`src/rtl/scd_pkg.sv`:
```
// scd_pkg: shared widths, constants and pipeline beat types for the
// serial clock divisor search; no dependencies
package scd_pkg;

  localparam int TW  = 22;   // target / achieved rate width
  localparam int CW  = 30;   // reference clock width
  localparam int AW  = 2;
  localparam int BW  = 6;
  localparam int NA  = 4;    // first stage choices
  localparam int NB  = 64;   // second stage choices
  localparam int MW  = 27;   // 22 * target
  localparam int DW  = 29;   // 22 * target * (a+1) - 1
  localparam int RDW = 13;   // 22 * (a+1) * (b+1)
  localparam int XW  = 36;   // range check compare width

  localparam int STAGE_FACTOR = 22;
  localparam int HI_FACTOR    = STAGE_FACTOR * (NA * NB + 1);
  localparam logic [CW-1:0] CLOCK_RESET = CW'(100000000);

  localparam logic STATUS_OK  = 1'b0;
  localparam logic STATUS_ERR = 1'b1;

  typedef struct packed {
    logic [TW-1:0] t;
    logic [CW-1:0] clk;
    logic          err;
  } item_t;

  typedef struct packed {
    logic          v;
    item_t         it;
    logic [MW-1:0] m22;
  } pbeat_t;

  typedef struct packed {
    logic [DW-1:0] den;
    logic          feas;
    logic [BW-1:0] b;
    logic [CW-1:0] rem;
  } blane_t;

  typedef blane_t [NA-1:0] blane_vec_t;

  typedef struct packed {
    logic       v;
    item_t      it;
    blane_vec_t ln;
  } bbeat_t;

  typedef struct packed {
    logic           feas;
    logic [BW-1:0]  b;
    logic [RDW-1:0] d;
    logic [TW-1:0]  q;
    logic [CW-1:0]  rem;
  } rlane_t;

  typedef rlane_t [NA-1:0] rlane_vec_t;

  typedef struct packed {
    logic       v;
    item_t      it;
    rlane_vec_t ln;
  } rbeat_t;

  typedef struct packed {
    logic          v;
    logic          status;
    logic [AW-1:0] a;
    logic [BW-1:0] b;
    logic [TW-1:0] rate;
  } obeat_t;

endpackage

```
`src/rtl/scd_bdiv.sv`:
```
// scd_bdiv: restoring quotient of (clk-1)/den for four lanes, one bit a stage
// depends on scd_pkg
module scd_bdiv (
  input  logic            clk,
  input  logic            rst_n,
  input  logic            adv,
  input  scd_pkg::bbeat_t bi,
  output scd_pkg::bbeat_t bo
);
  import scd_pkg::*;

  bbeat_t st_r   [BW];
  bbeat_t st_nxt [BW];
  bbeat_t st_in  [BW];

  for (genvar k = 0; k < BW; k++) begin : g_step
    if (k == 0) begin : g_first
      assign st_in[k] = bi;
    end else begin : g_next
      assign st_in[k] = st_r[k-1];
    end

    always_comb begin
      logic [DW+BW-1:0] sh;
      st_nxt[k] = st_in[k];
      for (int l = 0; l < NA; l++) begin
        sh = (DW+BW)'(st_in[k].ln[l].den) << (BW - 1 - k);
        if ((DW+BW)'(st_in[k].ln[l].rem) >= sh) begin
          st_nxt[k].ln[l].rem = CW'((DW+BW)'(st_in[k].ln[l].rem) - sh);
          st_nxt[k].ln[l].b[BW-1-k] = 1'b1;
        end
      end
    end

    always_ff @(posedge clk) begin
      if (!rst_n) begin
        st_r[k].v <= 1'b0;
      end else if (adv) begin
        st_r[k] <= st_nxt[k];
      end
    end
  end

  assign bo = st_r[BW-1];
endmodule

```
`config.mk`:
```
export PLATFORM = sky130hd
export DESIGN_NAME = scd_bdiv
export DESIGN_NICKNAME = d
export VERILOG_FILES = /design/src/rtl/scd_pkg.sv /design/src/rtl/scd_bdiv.sv
export SDC_FILE = /design/constraint.sdc
export NUM_CORES = 2
export LEC_CHECK = 0
export BUFFER_PORTS_ARGS = -buffer_cell sky130_fd_sc_hd__buf_2
export CAP_MARGIN = 20
export CORE_ASPECT_RATIO = 0.6
export CORE_MARGIN = 10
export CORE_UTILIZATION = 45
export CTS_CLUSTER_SIZE = 12
export DETAILED_ROUTE_END_ITERATION = 6
export REMOVE_ABC_BUFFERS = 1
export SLEW_MARGIN = 25
export SYNTH_ARGS = -nofsm -noshare
export SYNTH_HDL_FRONTEND = slang
export SYNTH_SLANG_ARGS = --single-unit
```
`constraint.sdc`:
```
create_clock -name clk -period 48.8 [get_ports clk]
set_clock_uncertainty 0.15 [all_clocks]
set_input_delay 4.88 -clock clk [delete_from_list [all_inputs] [get_ports clk]]
set_output_delay 4.88 -clock clk [all_outputs]
set_load 0.02 [all_outputs]
```
# Word-level counts from Yosys, hierarchy flattened
# Memory sizes are Yosys's and may differ from the RTL's.
# Cells that the tools add are included.
dict set report word_totals {
  ff_bits 0
  ramBits 1908
  mem_count 1
}
# memory depth width rd rd_ports_with_merged_regs wr line_no
set memory_table {}
lappend memory_table {st_r 6 318 6 0 6 scd_bdiv.sv:12} ;# bbeat_t st_r [BW];
dict set report classes {
  n_addsub 24
  order_cmp 24
  n_mux 54
  bitwise 6
}
# cell count
set ops {}
lappend ops {{$mux W30} 20}
lappend ops {{$sub A30 B30 Y30} 20}
lappend ops {{$ge A30 B34 Y1} 4}
lappend ops {{$ge A30 B33 Y1} 4}
lappend ops {{$ge A30 B32 Y1} 4}
lappend ops {{$ge A30 B31 Y1} 4}
lappend ops {{$mux W31} 4}
lappend ops {{$ge A30 B29 Y1} 4}
lappend ops {{$ge A30 B30 Y1} 4}
lappend ops {{$sub A30 B29 Y30} 4}
lappend ops {{$mux W1} 30}
lappend ops {{$or A1 B1 Y1} 6}

# Logic depth before layout (Yosys ltp)
dict set report logic_depth {
  ltp_word 4
  mapped_depth 17
  ltp_nobuf 15
}

# Worst setup path after synthesis
# No wires, ideal clock.
dict set report synth_path {
  path_kind {input to register}
  startpoint {input adv}
  endpoint {memory st_r[0][0] (netlist bit), enable pin}
  setup_ps 2530
  t_arrival_ps 47351
  required_ps 46120
  setup_slack_ps -1230
  stages 1
  cell_sequence {and2_1}
}
# element line_no
set synth_rtl {}
lappend synth_rtl {{start: declaration} scd_bdiv.sv:6} ;# input logic adv,
lappend synth_rtl {{end: declaration} scd_bdiv.sv:12}

==> results.txt <==
- For this design, the slowest cell found on the critical path is buf_4.
* Max FFs per register: 1,908
* Final routed wire length divided by cell count: about 20 um
- Number of placement rows: about 130
- Largest net degree at the start of global routing: 162
- The clock reaches the later pin of the worst-skew pair after approximately 0.82 ns.
* CP max FO: between 80 and 90
- Endpoints failing setup: 0
- Worst-case vdd ir drop: between 0.02 and 0.03 mV
* X dimension of the die: between 600 and 700 um
- Clock-pin slew was measured on the worst setup and hold paths at 0.06 ns.
* I/O pin count: 639
* Relative area change from synthesis to final layout: 12.5%
* Count of buffers added by post-CTS timing repair for setup: 0
* Clock tree from TritonCTS: done
- Antenna violations before repair: 17
- The netlist uses between 80 and 90 different library cells.
- Final Max Slew Viols: 0
* Result of the run: finished, final reports clean
- Netlist area before placement: 98,500 um^2
- In the final layout, the share of cells above drive strength 1 is 15.4%.
* Number of global-route vias before repair: between 60,000 and 70,000
- Achievable frequency: between 100 and 150 MHz
- Total GRT Usage: a little under a fifth
- Total CTS buffers: 199
- Total die area: approximately 240,000 um^2
* Cell count of the worst hold path: 0
- Sink of the worst hold path: st_r[2][300]$_DFFE_PP_
- CP most frequent cell: buf_4
- Sequential cells were found to cover about three fifths of the synthesized design area.
- For this design the ratio of total power to cell area is 34.7 nW/um^2.
- Routed Antenna Nets: 0
* Remaining DRCs: 0
- For this run, the detailed router's first-pass iteration total came to 6.
- Worst min-delay path category: reg2reg
- For this run, asynchronously set or reset flops after synthesis account for 0%.
- Total power for the finished layout comes to just under 4 mW.
- Placement-stage worst setup slack: between 30 and 40 ns
- Number of hold-slack violations in the final timing report: 0
* Worst Setup End Kind: flip-flop
* Largest registers in the final layout: st_r (1908)
* Max stage delay on crit path: 0.91 ns
- Final cell count without fillers: between 10,000 and 15,000
* Total of warnings raised by yosys: 0
* Violation count after the first detailed-routing iteration: ~5,000
- Detailed placement ended at an HPWL of about 180 mm.
- Worst rel slew slack: a little under a third
- Post-synthesis instance total: 7,963
- Type of the setup path with the least slack: in2reg
- For this design, the sink count on the clock tree is 1,908.
* Final RePlAce weighted congestion: around 0.91
- Largest buffer count on any clock path: 4
- Setup repair after global routing left no endpoint under its margin.
- Htree depth: 4
* Final setup slack of the worst path: 39.17 ns
- # port buffers: 638
- Ranked by flip-flop count, first place goes to st_r.
- R2R Setup Slk: approximately 44 ns
* Beginning of the worst hold path: st_r[1][300]$_DFFE_PP_
- The routed design has 235 mm of wire.
- The routed layout has 62,700 vias.
- From bottom edge to top edge, the die measures around 380 um.
* Reg-to-reg startpoint: st_r[0][104]$_DFFE_PP_
* Number of vias per cell: 5.37
- Core area: between 200,000 and 250,000 um^2
- Tcrit/Tclk final: about a fifth
* Layout fillers: about 19,000
- Total congestion overflow: 0
- Yosys mapped a number of flops with a built-in enable equal to 1,907.
* Endpoint of the lowest-slack register-to-register path: st_r[1][83]$_DFFE_PP_
- Worst Path Required: roughly 50 ns
- # placed instances: about 11,000
* Min Clock Period, post-route: a little under 10 ns
- Cells along the critical path: buf_2 > and2_4 > buf_4 > buf_4 > buf_4 > buf_4 > buf_4
* Starting density of the core: between 40% and 50%
- Most common flop cell mapped by yosys: edfxtp_1
- Lkg Pwr: between 40 and 50 nW
- A synthesized cell averages approximately 12 um^2.
- Arr. time, crit path: between 9 and 10 ns
* CTS Hold Bufs: 0
* Transition at the pin with the smallest max-transition slack: around 1.0 ns
- Fin Setup TNS: 0 ns
* First-pass GRT wire length: 361 mm
- In this run, synthesis produced a sequential element count of around 1,900.
- The tree is rooted in a clkbuf_16.
- The net count of the finished layout is 9,705.
- The worst setup path is launched from an input pin.
- Maxcap violations: 0
- R2r worst-path depth: 13
* Post-CTS Resized: 0
## final cells by class
| class | count | area (um^2) | share of cell area, % |
|---|---|---|---|
| flip-flops and latches | 1908 | 57300 | 51.7 |
| multi-input cells | 5082 | 37600 | 33.9 |
| clock buffers | 238 | 5170 | 4.67 |
| well taps | 2881 | 3600 | 3.25 |
| repair buffers | 685 | 3590 | 3.24 |
| inverters | 828 | 3110 | 2.81 |
| clock inverters | 56 | 442 | 0.399 |
| diodes | 7 | 17.5 | 0.0158 |
## synth_stat cells, drive strengths merged (22+ instances only)
| library cell | n | area share, % |
|---|---|---|
| edfxtp | 1907 | 58 |
| inv | 828 | 3.2 |
| ha | 656 | 8.3 |
| a21oi | 590 | 3.0 |
| nand2 | 486 | 1.9 |
| o21ai | 468 | 2.4 |
| mux2 | 354 | 4.0 |
| xnor2 | 347 | 3.1 |
| nor2 | 338 | 1.3 |
| a21o | 336 | 2.6 |
| xor2 | 209 | 1.9 |
| nand3 | 107 | 0.54 |
| nand2b | 106 | 0.67 |
| clkbuf | 100 | 0.38 |
| nor3 | 93 | 0.47 |
| o21bai | 89 | 0.68 |
| nand4 | 85 | 0.54 |
| nor2b | 80 | 0.51 |
| and3 | 70 | 0.45 |
| o21a | 63 | 0.48 |
| a211oi | 60 | 0.47 |
| a31oi | 51 | 0.32 |
| buf | 45 | 0.23 |
| o31ai | 42 | 0.35 |
| or2 | 30 | 0.19 |
| nor4 | 27 | 0.17 |
| a211o | 24 | 0.21 |
| a21boi | 24 | 0.18 |
| fa | 24 | 0.49 |
| mux2i | 23 | 0.23 |
| or3 | 22 | 0.14 |
## report_power, final
group,switching [mW],internal (mW),leakage (nW),total (mW)
registers,0.0444,1.90,17.9,1.94
logic,0.312,0.218,24.4,0.530
clock network,0.607,0.768,2.74,1.38
total,0.964,2.88,45.1,3.85
## per-layer routing
| metal | global-route usage (%) | wire length [um] |
|---|---|---|
| met2 | 29.0 | 101000 |
| met4 | 5.84 | 7680 |
| met1 | 27.8 | 114000 |
| met3 | 2.85 | 11700 |
| met5 | 0 | 0 |
## metrics by stage
stage	hold WS (ns)	util [%]	area, um^2
3_3_place_gp	0.250	48.5	105000
3_5_place_dp	0.255	48.5	105000
6_report	0.245	51.1	111000
5_1_grt	0.248	51.1	111000
4_1_cts	0.247	51.1	111000
2_1_floorplan	0.250	-	97900
## cells in the final DEF, fill, tap and decap left out, types with 39 or more instances in the layout
master / n
nand2_1: 486
o21ai_0: 451
ha_1: 656
o21bai_1: 89
o21a_1: 63
a211oi_1: 58
xor2_1: 209
a21o_1: 336
buf_2: 638
xnor2_1: 347
a31oi_1: 51
mux2_2: 354
nand3_1: 107
nor2_1: 337
a21oi_1: 589
nand4_1: 85
and3_1: 69
inv_1: 828
clkbuf_16: 201
nand2b_1: 106
edfxtp_1: 1907
o31ai_1: 39
nor3_1: 93
buf_4: 43
nor2b_1: 80
## logic make-up after synthesis
family	after synthesis	synth area share (%)
compound gates	1947	12.6
flops	1908	58.2
simple gates	1522	7.46
buf+inv	973	3.77
fa+ha+maj	680	8.82
xor+xnor	556	4.94
mux	377	4.28
## worst max-delay path, delay by kind of cell
family | cells | cell delay, ns
buf+inv | 6 | 4.15
simple gates | 1 | 0.61
## how the worst max path moves through the flow
stage          startpoint                endpoint  cells past startpoint
2_1_floorplan         adv    st_r[0][0]$_DFFE_PP_                      1
3_3_place_gp          adv  st_r[5][223]$_DFFE_PP_                      7
3_5_place_dp          adv  st_r[5][227]$_DFFE_PP_                      7
4_1_cts               adv  st_r[5][221]$_DFFE_PP_                      7
5_1_grt               adv  st_r[5][258]$_DFFE_PP_                      7
6_report              adv  st_r[5][258]$_DFFE_PP_                      7
Power figures use the tool's default switching activity.
