<file path="src/rtl/scd_pkg.sv">
// scd_pkg: shared widths, constants and pipeline beat types for the
// serial clock divisor search; no dependencies
package scd_pkg;

  localparam int TW  = 22;   // target / achieved rate width
  localparam int CW  = 30;   // reference clock width
  localparam int AW  = 2;
  localparam int BW  = 6;
  localparam int NA  = 4;    // first stage choices
  localparam int NB  = 64;   // second stage choices
  localparam int MW  = 27;   // 22 * target
  localparam int DW  = 29;   // 22 * target * (a+1) - 1
  localparam int RDW = 13;   // 22 * (a+1) * (b+1)
  localparam int XW  = 36;   // range check compare width

  localparam int STAGE_FACTOR = 22;
  localparam int HI_FACTOR    = STAGE_FACTOR * (NA * NB + 1);
  localparam logic [CW-1:0] CLOCK_RESET = CW'(100000000);

  localparam logic STATUS_OK  = 1'b0;
  localparam logic STATUS_ERR = 1'b1;

  typedef struct packed {
    logic [TW-1:0] t;
    logic [CW-1:0] clk;
    logic          err;
  } item_t;

  typedef struct packed {
    logic          v;
    item_t         it;
    logic [MW-1:0] m22;
  } pbeat_t;

  typedef struct packed {
    logic [DW-1:0] den;
    logic          feas;
    logic [BW-1:0] b;
    logic [CW-1:0] rem;
  } blane_t;

  typedef blane_t [NA-1:0] blane_vec_t;

  typedef struct packed {
    logic       v;
    item_t      it;
    blane_vec_t ln;
  } bbeat_t;

  typedef struct packed {
    logic           feas;
    logic [BW-1:0]  b;
    logic [RDW-1:0] d;
    logic [TW-1:0]  q;
    logic [CW-1:0]  rem;
  } rlane_t;

  typedef rlane_t [NA-1:0] rlane_vec_t;

  typedef struct packed {
    logic       v;
    item_t      it;
    rlane_vec_t ln;
  } rbeat_t;

  typedef struct packed {
    logic          v;
    logic          status;
    logic [AW-1:0] a;
    logic [BW-1:0] b;
    logic [TW-1:0] rate;
  } obeat_t;

endpackage

</file>
<file path="src/rtl/scd_pick.sv">
// scd_pick: best-candidate selection and the output register
// depends on scd_pkg
module scd_pick (
  input  logic            clk,
  input  logic            rst_n,
  input  logic            adv,
  input  scd_pkg::rbeat_t ri,
  output scd_pkg::obeat_t oo
);
  import scd_pkg::*;

  obeat_t o_r, o_nxt;

  always_comb begin
    logic          found;
    logic [AW-1:0] ba;
    logic [BW-1:0] bb;
    logic [TW-1:0] br;
    found = 1'b0;
    ba    = '0;
    bb    = '0;
    br    = ri.it.t;
    // least error is the highest rate not above target; lower a wins ties
    for (int l = 0; l < NA; l++) begin
      if (ri.ln[l].feas && (ri.ln[l].q <= ri.it.t) && (!found || ri.ln[l].q > br)) begin
        found = 1'b1;
        ba    = AW'(l);
        bb    = ri.ln[l].b;
        br    = ri.ln[l].q;
      end
    end
    o_nxt.v = ri.v;
    if (ri.it.err) begin
      o_nxt.status = STATUS_ERR;
      o_nxt.a      = '0;
      o_nxt.b      = '0;
      o_nxt.rate   = '0;
    end else begin
      o_nxt.status = STATUS_OK;
      o_nxt.a      = ba;
      o_nxt.b      = bb;
      o_nxt.rate   = br;
    end
  end

  always_ff @(posedge clk) begin
    if (!rst_n) begin
      o_r.v <= 1'b0;
    end else if (adv) begin
      o_r <= o_nxt;
    end
  end

  assign oo = o_r;
endmodule

</file>
<file path="config.mk">
export PLATFORM = sky130hd
export DESIGN_NAME = scd_pick
export DESIGN_NICKNAME = d
export VERILOG_FILES = /design/src/rtl/scd_pkg.sv /design/src/rtl/scd_pick.sv
export SDC_FILE = /design/constraint.sdc
export NUM_CORES = 1
export LEC_CHECK = 0
export BUFFER_PORTS_ARGS = -buffer_cell sky130_fd_sc_hd__buf_2
export CAP_MARGIN = 40
export CORE_AREA = 8 8 141 143
export CTS_CLUSTER_DIAMETER = 30
export DETAILED_ROUTE_END_ITERATION = 8
export DIE_AREA = 0 0 149 151
export HOLD_SLACK_MARGIN = 0.15
export PLACE_DENSITY = 0.7
export SLEW_MARGIN = 30
export SYNTH_ARGS = -nofsm -noshare
export SYNTH_HDL_FRONTEND = slang
export SYNTH_SLANG_ARGS = --single-unit
</file>
<file path="constraint.sdc">
create_clock -name clk -period 9.8 [get_ports clk]
set_input_delay 0.49 -clock clk [delete_from_list [all_inputs] [get_ports clk]]
set_output_delay 0.49 -clock clk [all_outputs]
set_load 0.02 [all_outputs]
</file>
### Word-level counts from Yosys, hierarchy flattened

Cells that the tools add are included.

* magnitude comparators: 7
* multiplexer cells: 15
* reductions and logical operators: 14

Operators with widths (number)
* <= comparator 22 bit: 4
* two-way mux 22 bit: 4
* greater-than comparator 22 bit: 3
* two-way mux 31 bit: 1
* two-way mux 6 bit: 4
* logical AND 1 bit: 7
* two-way mux 1 bit: 4
* two-way mux 2 bit: 2
* zero test 1 bit: 3
* logical OR 1 bit: 3
* AND reduction 2 bit: 1

* register bits: 32
* input port bits: 345
* output and inout bits: 32
* word-level logic and storage cells: 41

### Depth between registers and ports, before layout

* word-level depth: 16
* depth in mapped cells: 42

### Worst setup path after synthesis

OpenSTA, ideal clock, no wires.

* kind: in2reg
* start point: in ri[326] (netlist name)
* end point: reg o_r (netlist bit oo[10]) (data pin)
* setup time: 0.282 ns
* arrival: 7.418 ns
* required time: 9.518 ns
* setup slack: 2.099 ns
* stages: 40
* buffers on the path: 5
* path through: inv_1 ha_1 a21oi_1 o21ai_0 a221oi_1 o21ai_1 nor2_4 buf_4 mux2i_1 ha_1 a21oi_1 o21ai_0 a221oi_1 o2111ai_1 nand3_2 a21boi_4 buf_12 buf_12 [... 4 more ...] a21o_1 a21oi_1 o21ai_0 o31ai_1 a21boi_4 inv_4 buf_12 mux2i_1 ha_1 a21o_1 a21o_1 a211oi_1 o221ai_1 a211oi_1 o22ai_2 nand2_2 buf_2 a211oi_2

* cells in the longest elaborated chain, start to end: 15
* elaborated cells between the ends (all ways): 27

RTL lines
* from (decl): line scd_pick.sv:7 `input scd_pkg::rbeat_t ri,`
* <= comparator 22 bit: line scd_pick.sv:25 `if (ri.ln[l].feas && (ri.ln[l].q <= ri.it.t) && (!found || ri.ln[l].q > br)) begin`
* logical AND 1 bit: line scd_pick.sv:25
* two-way mux 22 bit or two-way mux 1 bit (tied branches): line scd_pick.sv:25
* greater-than comparator 22 bit or zero test 1 bit (tied branches): line scd_pick.sv:25
* logical OR 1 bit: line scd_pick.sv:25
* logical AND 1 bit: line scd_pick.sv:25
* two-way mux 22 bit or two-way mux 1 bit (tied branches): line scd_pick.sv:25
* greater-than comparator 22 bit or zero test 1 bit (tied branches): line scd_pick.sv:25
* logical OR 1 bit: line scd_pick.sv:25
* logical AND 1 bit: line scd_pick.sv:25
* two-way mux 22 bit or two-way mux 1 bit (tied branches): line scd_pick.sv:25
* greater-than comparator 22 bit or zero test 1 bit (tied branches): line scd_pick.sv:25
* logical OR 1 bit: line scd_pick.sv:25
* logical AND 1 bit: line scd_pick.sv:25
* two-way mux 22 bit (*): line scd_pick.sv:25
* to (signal assigned): line scd_pick.sv:50 `o_r <= o_nxt;`
* to (decl): line scd_pick.sv:12 `obeat_t o_r, o_nxt;`

Mark *: on every way between the ends. The rest lies on a longest branch, timed or not.
A chain may end at the register's enable or synchronous reset.

### Final worst setup path

* start point: in ri[326] (netlist name)
* end point: reg o_r (netlist bit oo[27]) (data pin)

* cells in the longest elaborated chain, start to end: 15
* elaborated cells between the ends (all ways): 30

RTL lines (line)
* <= comparator 22 bit: scd_pick.sv:25
* logical AND 1 bit: scd_pick.sv:25
* two-way mux 22 bit or two-way mux 1 bit (tied branches): scd_pick.sv:25
* greater-than comparator 22 bit or zero test 1 bit (tied branches): scd_pick.sv:25
* logical OR 1 bit: scd_pick.sv:25
* logical AND 1 bit: scd_pick.sv:25
* two-way mux 22 bit or two-way mux 1 bit (tied branches): scd_pick.sv:25
* greater-than comparator 22 bit or zero test 1 bit (tied branches): scd_pick.sv:25
* logical OR 1 bit: scd_pick.sv:25
* logical AND 1 bit: scd_pick.sv:25
* two-way mux 22 bit or two-way mux 1 bit (tied branches): scd_pick.sv:25
* greater-than comparator 22 bit or zero test 1 bit (tied branches): scd_pick.sv:25
* logical OR 1 bit: scd_pick.sv:25
* logical AND 1 bit: scd_pick.sv:25
* two-way mux 6 bit (*): scd_pick.sv:25

Marked as above.

==> results.yml <==
status:
  status: "finished clean"
synth:
  synth_top_family_by_area: "adder cells"
  synthMuxAreaShare_pct: 11.83
  synthFlopType: "edfxtp_1"
  synth_adder_area_share_pct: 31.58
  synth_edf_count: 31
  synthesis.area_sq_um: 6101
  yosysSeqAreaShare_pct: 15.59
  synth_nets: 1164
  async_flop_share_pct: 0
  avgSynthCellArea_sq_um: 9.174
  yosys_warnings: 0
  netlist_instances: 665
  ys_ff_latch: 32
  synth_compound_area_share_pct: 20.41
  synth_xor_area_share_pct: 0
  synth_cell_type_count: 61
  synthSimpleGateAreaFrac_pct: 13.25
worst_setup_path:
  cp.arrival_ps: 8990
  rr_worst_depth: 2
  rrSetupSlack_ps: 9220
  end_kind: "flip-flop"
  slowest_delay_ps: 530
  crit_fanout: 10
  critPathSlowestCell: "a221oi_1"
  crit_path_start_kind: "primary input"
  critPathKind: "in -> reg"
  rr_startpoint: "oo[31]"
  rr_endpoint: "oo[31]"
  cp.required_ps: 9900
sta:
  whs_ps: 480.0
  skew_ps: 0
  setup_violations: 0
  drv_slew: 0
  clock.fmax_mhz: 112.6
  final.min_clock_period_ps: 8885
  fin_crit_sh_pct: 90.66
  worst-slew-pin-transition_ps: 750.3
  rsz0062_at_grt: "no"
  hold_viol_final: 0
  slew_headroom_pct: 49.98
  finalSetupTns_ps: 0
  fin_ws_ps: 915.0
global_routing:
  grt_pass1_vias: 5509
  grt_overflow: 0
  grt_max_degree: 32
  grt_pass1_wl_um: 28700
  antenna_found_initial: 1
  grt_use_total_pct: 16.18
job:
  max_cap_viol_count: 0
placement:
  dp_slack_ps: 347.4
  placed_cells: 1065
  port_buffers: 174
  place_congestion: 0.8617
  dpl.hpwl_um: 16840
drt:
  drt_first_pass_iters: 4
  drtAntennaViolNets: 0
  vias: 5515
  drc: 0
  routedWlPerCell_um: 17.33
  wl_um: 18630
  drt_iter0_drc: 242
  vias_per_cell: 5.130
clocking:
  numCtsBuffers: 5
  clockRootBuffer: "clkbuf_16"
  htree_levels: 2
  clk_pin_slew_ps: 50
  cts_tree: "yes"
  clock_tree.buffer_depth: 2
  clkLatencyLatePin_ps: 270
  clock_sinks: 32
min_path:
  hp-class: "in -> reg"
  hp-start: "ri[341]"
  min_to: "oo[31]"
  min_path_cells: 3
cells_and_area:
  largest_reg_flops: 32
  fillers: 1816
  drive_above_1_share_pct: 29.20
  final_cells: 1075
  syn2layout_area_growth_pct: 21.31
  nets: 1344
  finish.utilization_pct: 41.91
  diodes: 0
pwr:
  leakagePower_nw: 3.675
  power.density_nw_per_um2: 98.57
  ir_worst_vdd_v: 0.00008749
die:
  initial_utilization_pct: 34.55
  die_area_sq_um: 22500
  core-area_sq_um: 17660
  placementRows: 49
  die_h_um: 151
  die_width_um: 149
  ioPinCount: 377
synth_stat cells, types with 14 or more instances:
cell | count | share of area [%]
a211oi_2 | 22 | 4.5
a21o_1 | 15 | 1.8
a21oi_1 | 60 | 4.9
edfxtp_1 | 31 | 15
ha_1 | 154 | 32
inv_1 | 76 | 4.7
mux2i_1 | 52 | 8.5
nand2_1 | 32 | 2.0
nand3_1 | 20 | 1.6
nand4_1 | 28 | 2.9
nor2_1 | 37 | 2.3
o21ai_0 | 14 | 1.1
layer usage:
layer / routed length (um) / vias up / GRT usage [%]
met3: 1158 / 12 / 2.659
met2: 8088 / 164 / 25.77
li1: - / 2891 / -
met4: 148 / 2 / 2.877
met5: 13 / - / 0
met1: 9219 / 2446 / 22.66
power breakdown:
| group | total [mW] | internal (mW) | leakage (nW) | switching (mW) |
|---|---|---|---|---|
| sequential | 0.170 | 0.168 | 0.279 | 0.00263 |
| clock | 0.142 | 0.0929 | 0.0655 | 0.0486 |
| combinational | 0.418 | 0.181 | 3.33 | 0.237 |
| total | 0.729 | 0.441 | 3.67 | 0.288 |
worst max-delay path by stage:
stage | slack [ps] | from | cells after the start | to
floorplan | 2100 | ri[326] | 40 | oo[10]
global placement | 330 | ri[326] | 40 | oo[27]
detailed placement | 350 | ri[326] | 41 | oo[27]
CTS | 600 | ri[326] | 41 | oo[27]
global route | 300 | ri[326] | 41 | oo[11]
finish | 920 | ri[326] | 41 | oo[27]
critical path, delay by kind of cell:
family	cells	cell delay, ps
compound gates	22	4550
buf+inv	8	1270
fa+ha+maj	4	1200
mux	3	860
simple gates	4	550
stage by stage:
step	power [mW]	area (sq um)
after floorplan	0.4641	6101
after global placement	0.5800	7244
after detailed placement	0.5900	7244
after CTS	0.7381	7381
after global routing	0.7943	7401
final	0.7295	7401
placed cells by master (no fill, tap or decap), drive strengths merged, types with 5 or more instances in the layout:
cell type	count
buf	190
ha	154
inv	77
mux2i	65
a21oi	61
nor2	38
nand2	33
edfxtp	31
nand4	29
a211oi	29
nand3	21
o21ai	16
a21o	15
nor3	9
a21boi	7
clkbuf	7
a221o	6
o211ai	6
nand2b	5
nor2b	5
and4	5
cell type report:
cell class	instances	area (sq um)	share of cell area, %
Clock buffer	7	132.6	1.792
Clock inverter	1	3.754	0.05072
Inverter	77	291.5	3.939
Multi-Input combinational cell	539	4707	63.60
Sequential cell	32	950.9	12.85
Tap cell	229	286.5	3.872
Timing Repair Buffer	190	1028	13.90
kinds of logic (layout without fill, tap and decap cells):
logic type / after synthesis / after routing
compound gates: 165 / 165
fa+ha+maj: 154 / 154
simple gates: 153 / 153
buf+inv: 94 / 275
mux: 67 / 67
flops: 32 / 32
what timing repair did:
item,4_1_cts,5_1_grt
setup endpoints to repair,0,12
hold buffers,0,0
buffers inserted,0,2
resized for setup,0,1
No activity file was read; power rests on OpenSTA's default activity.
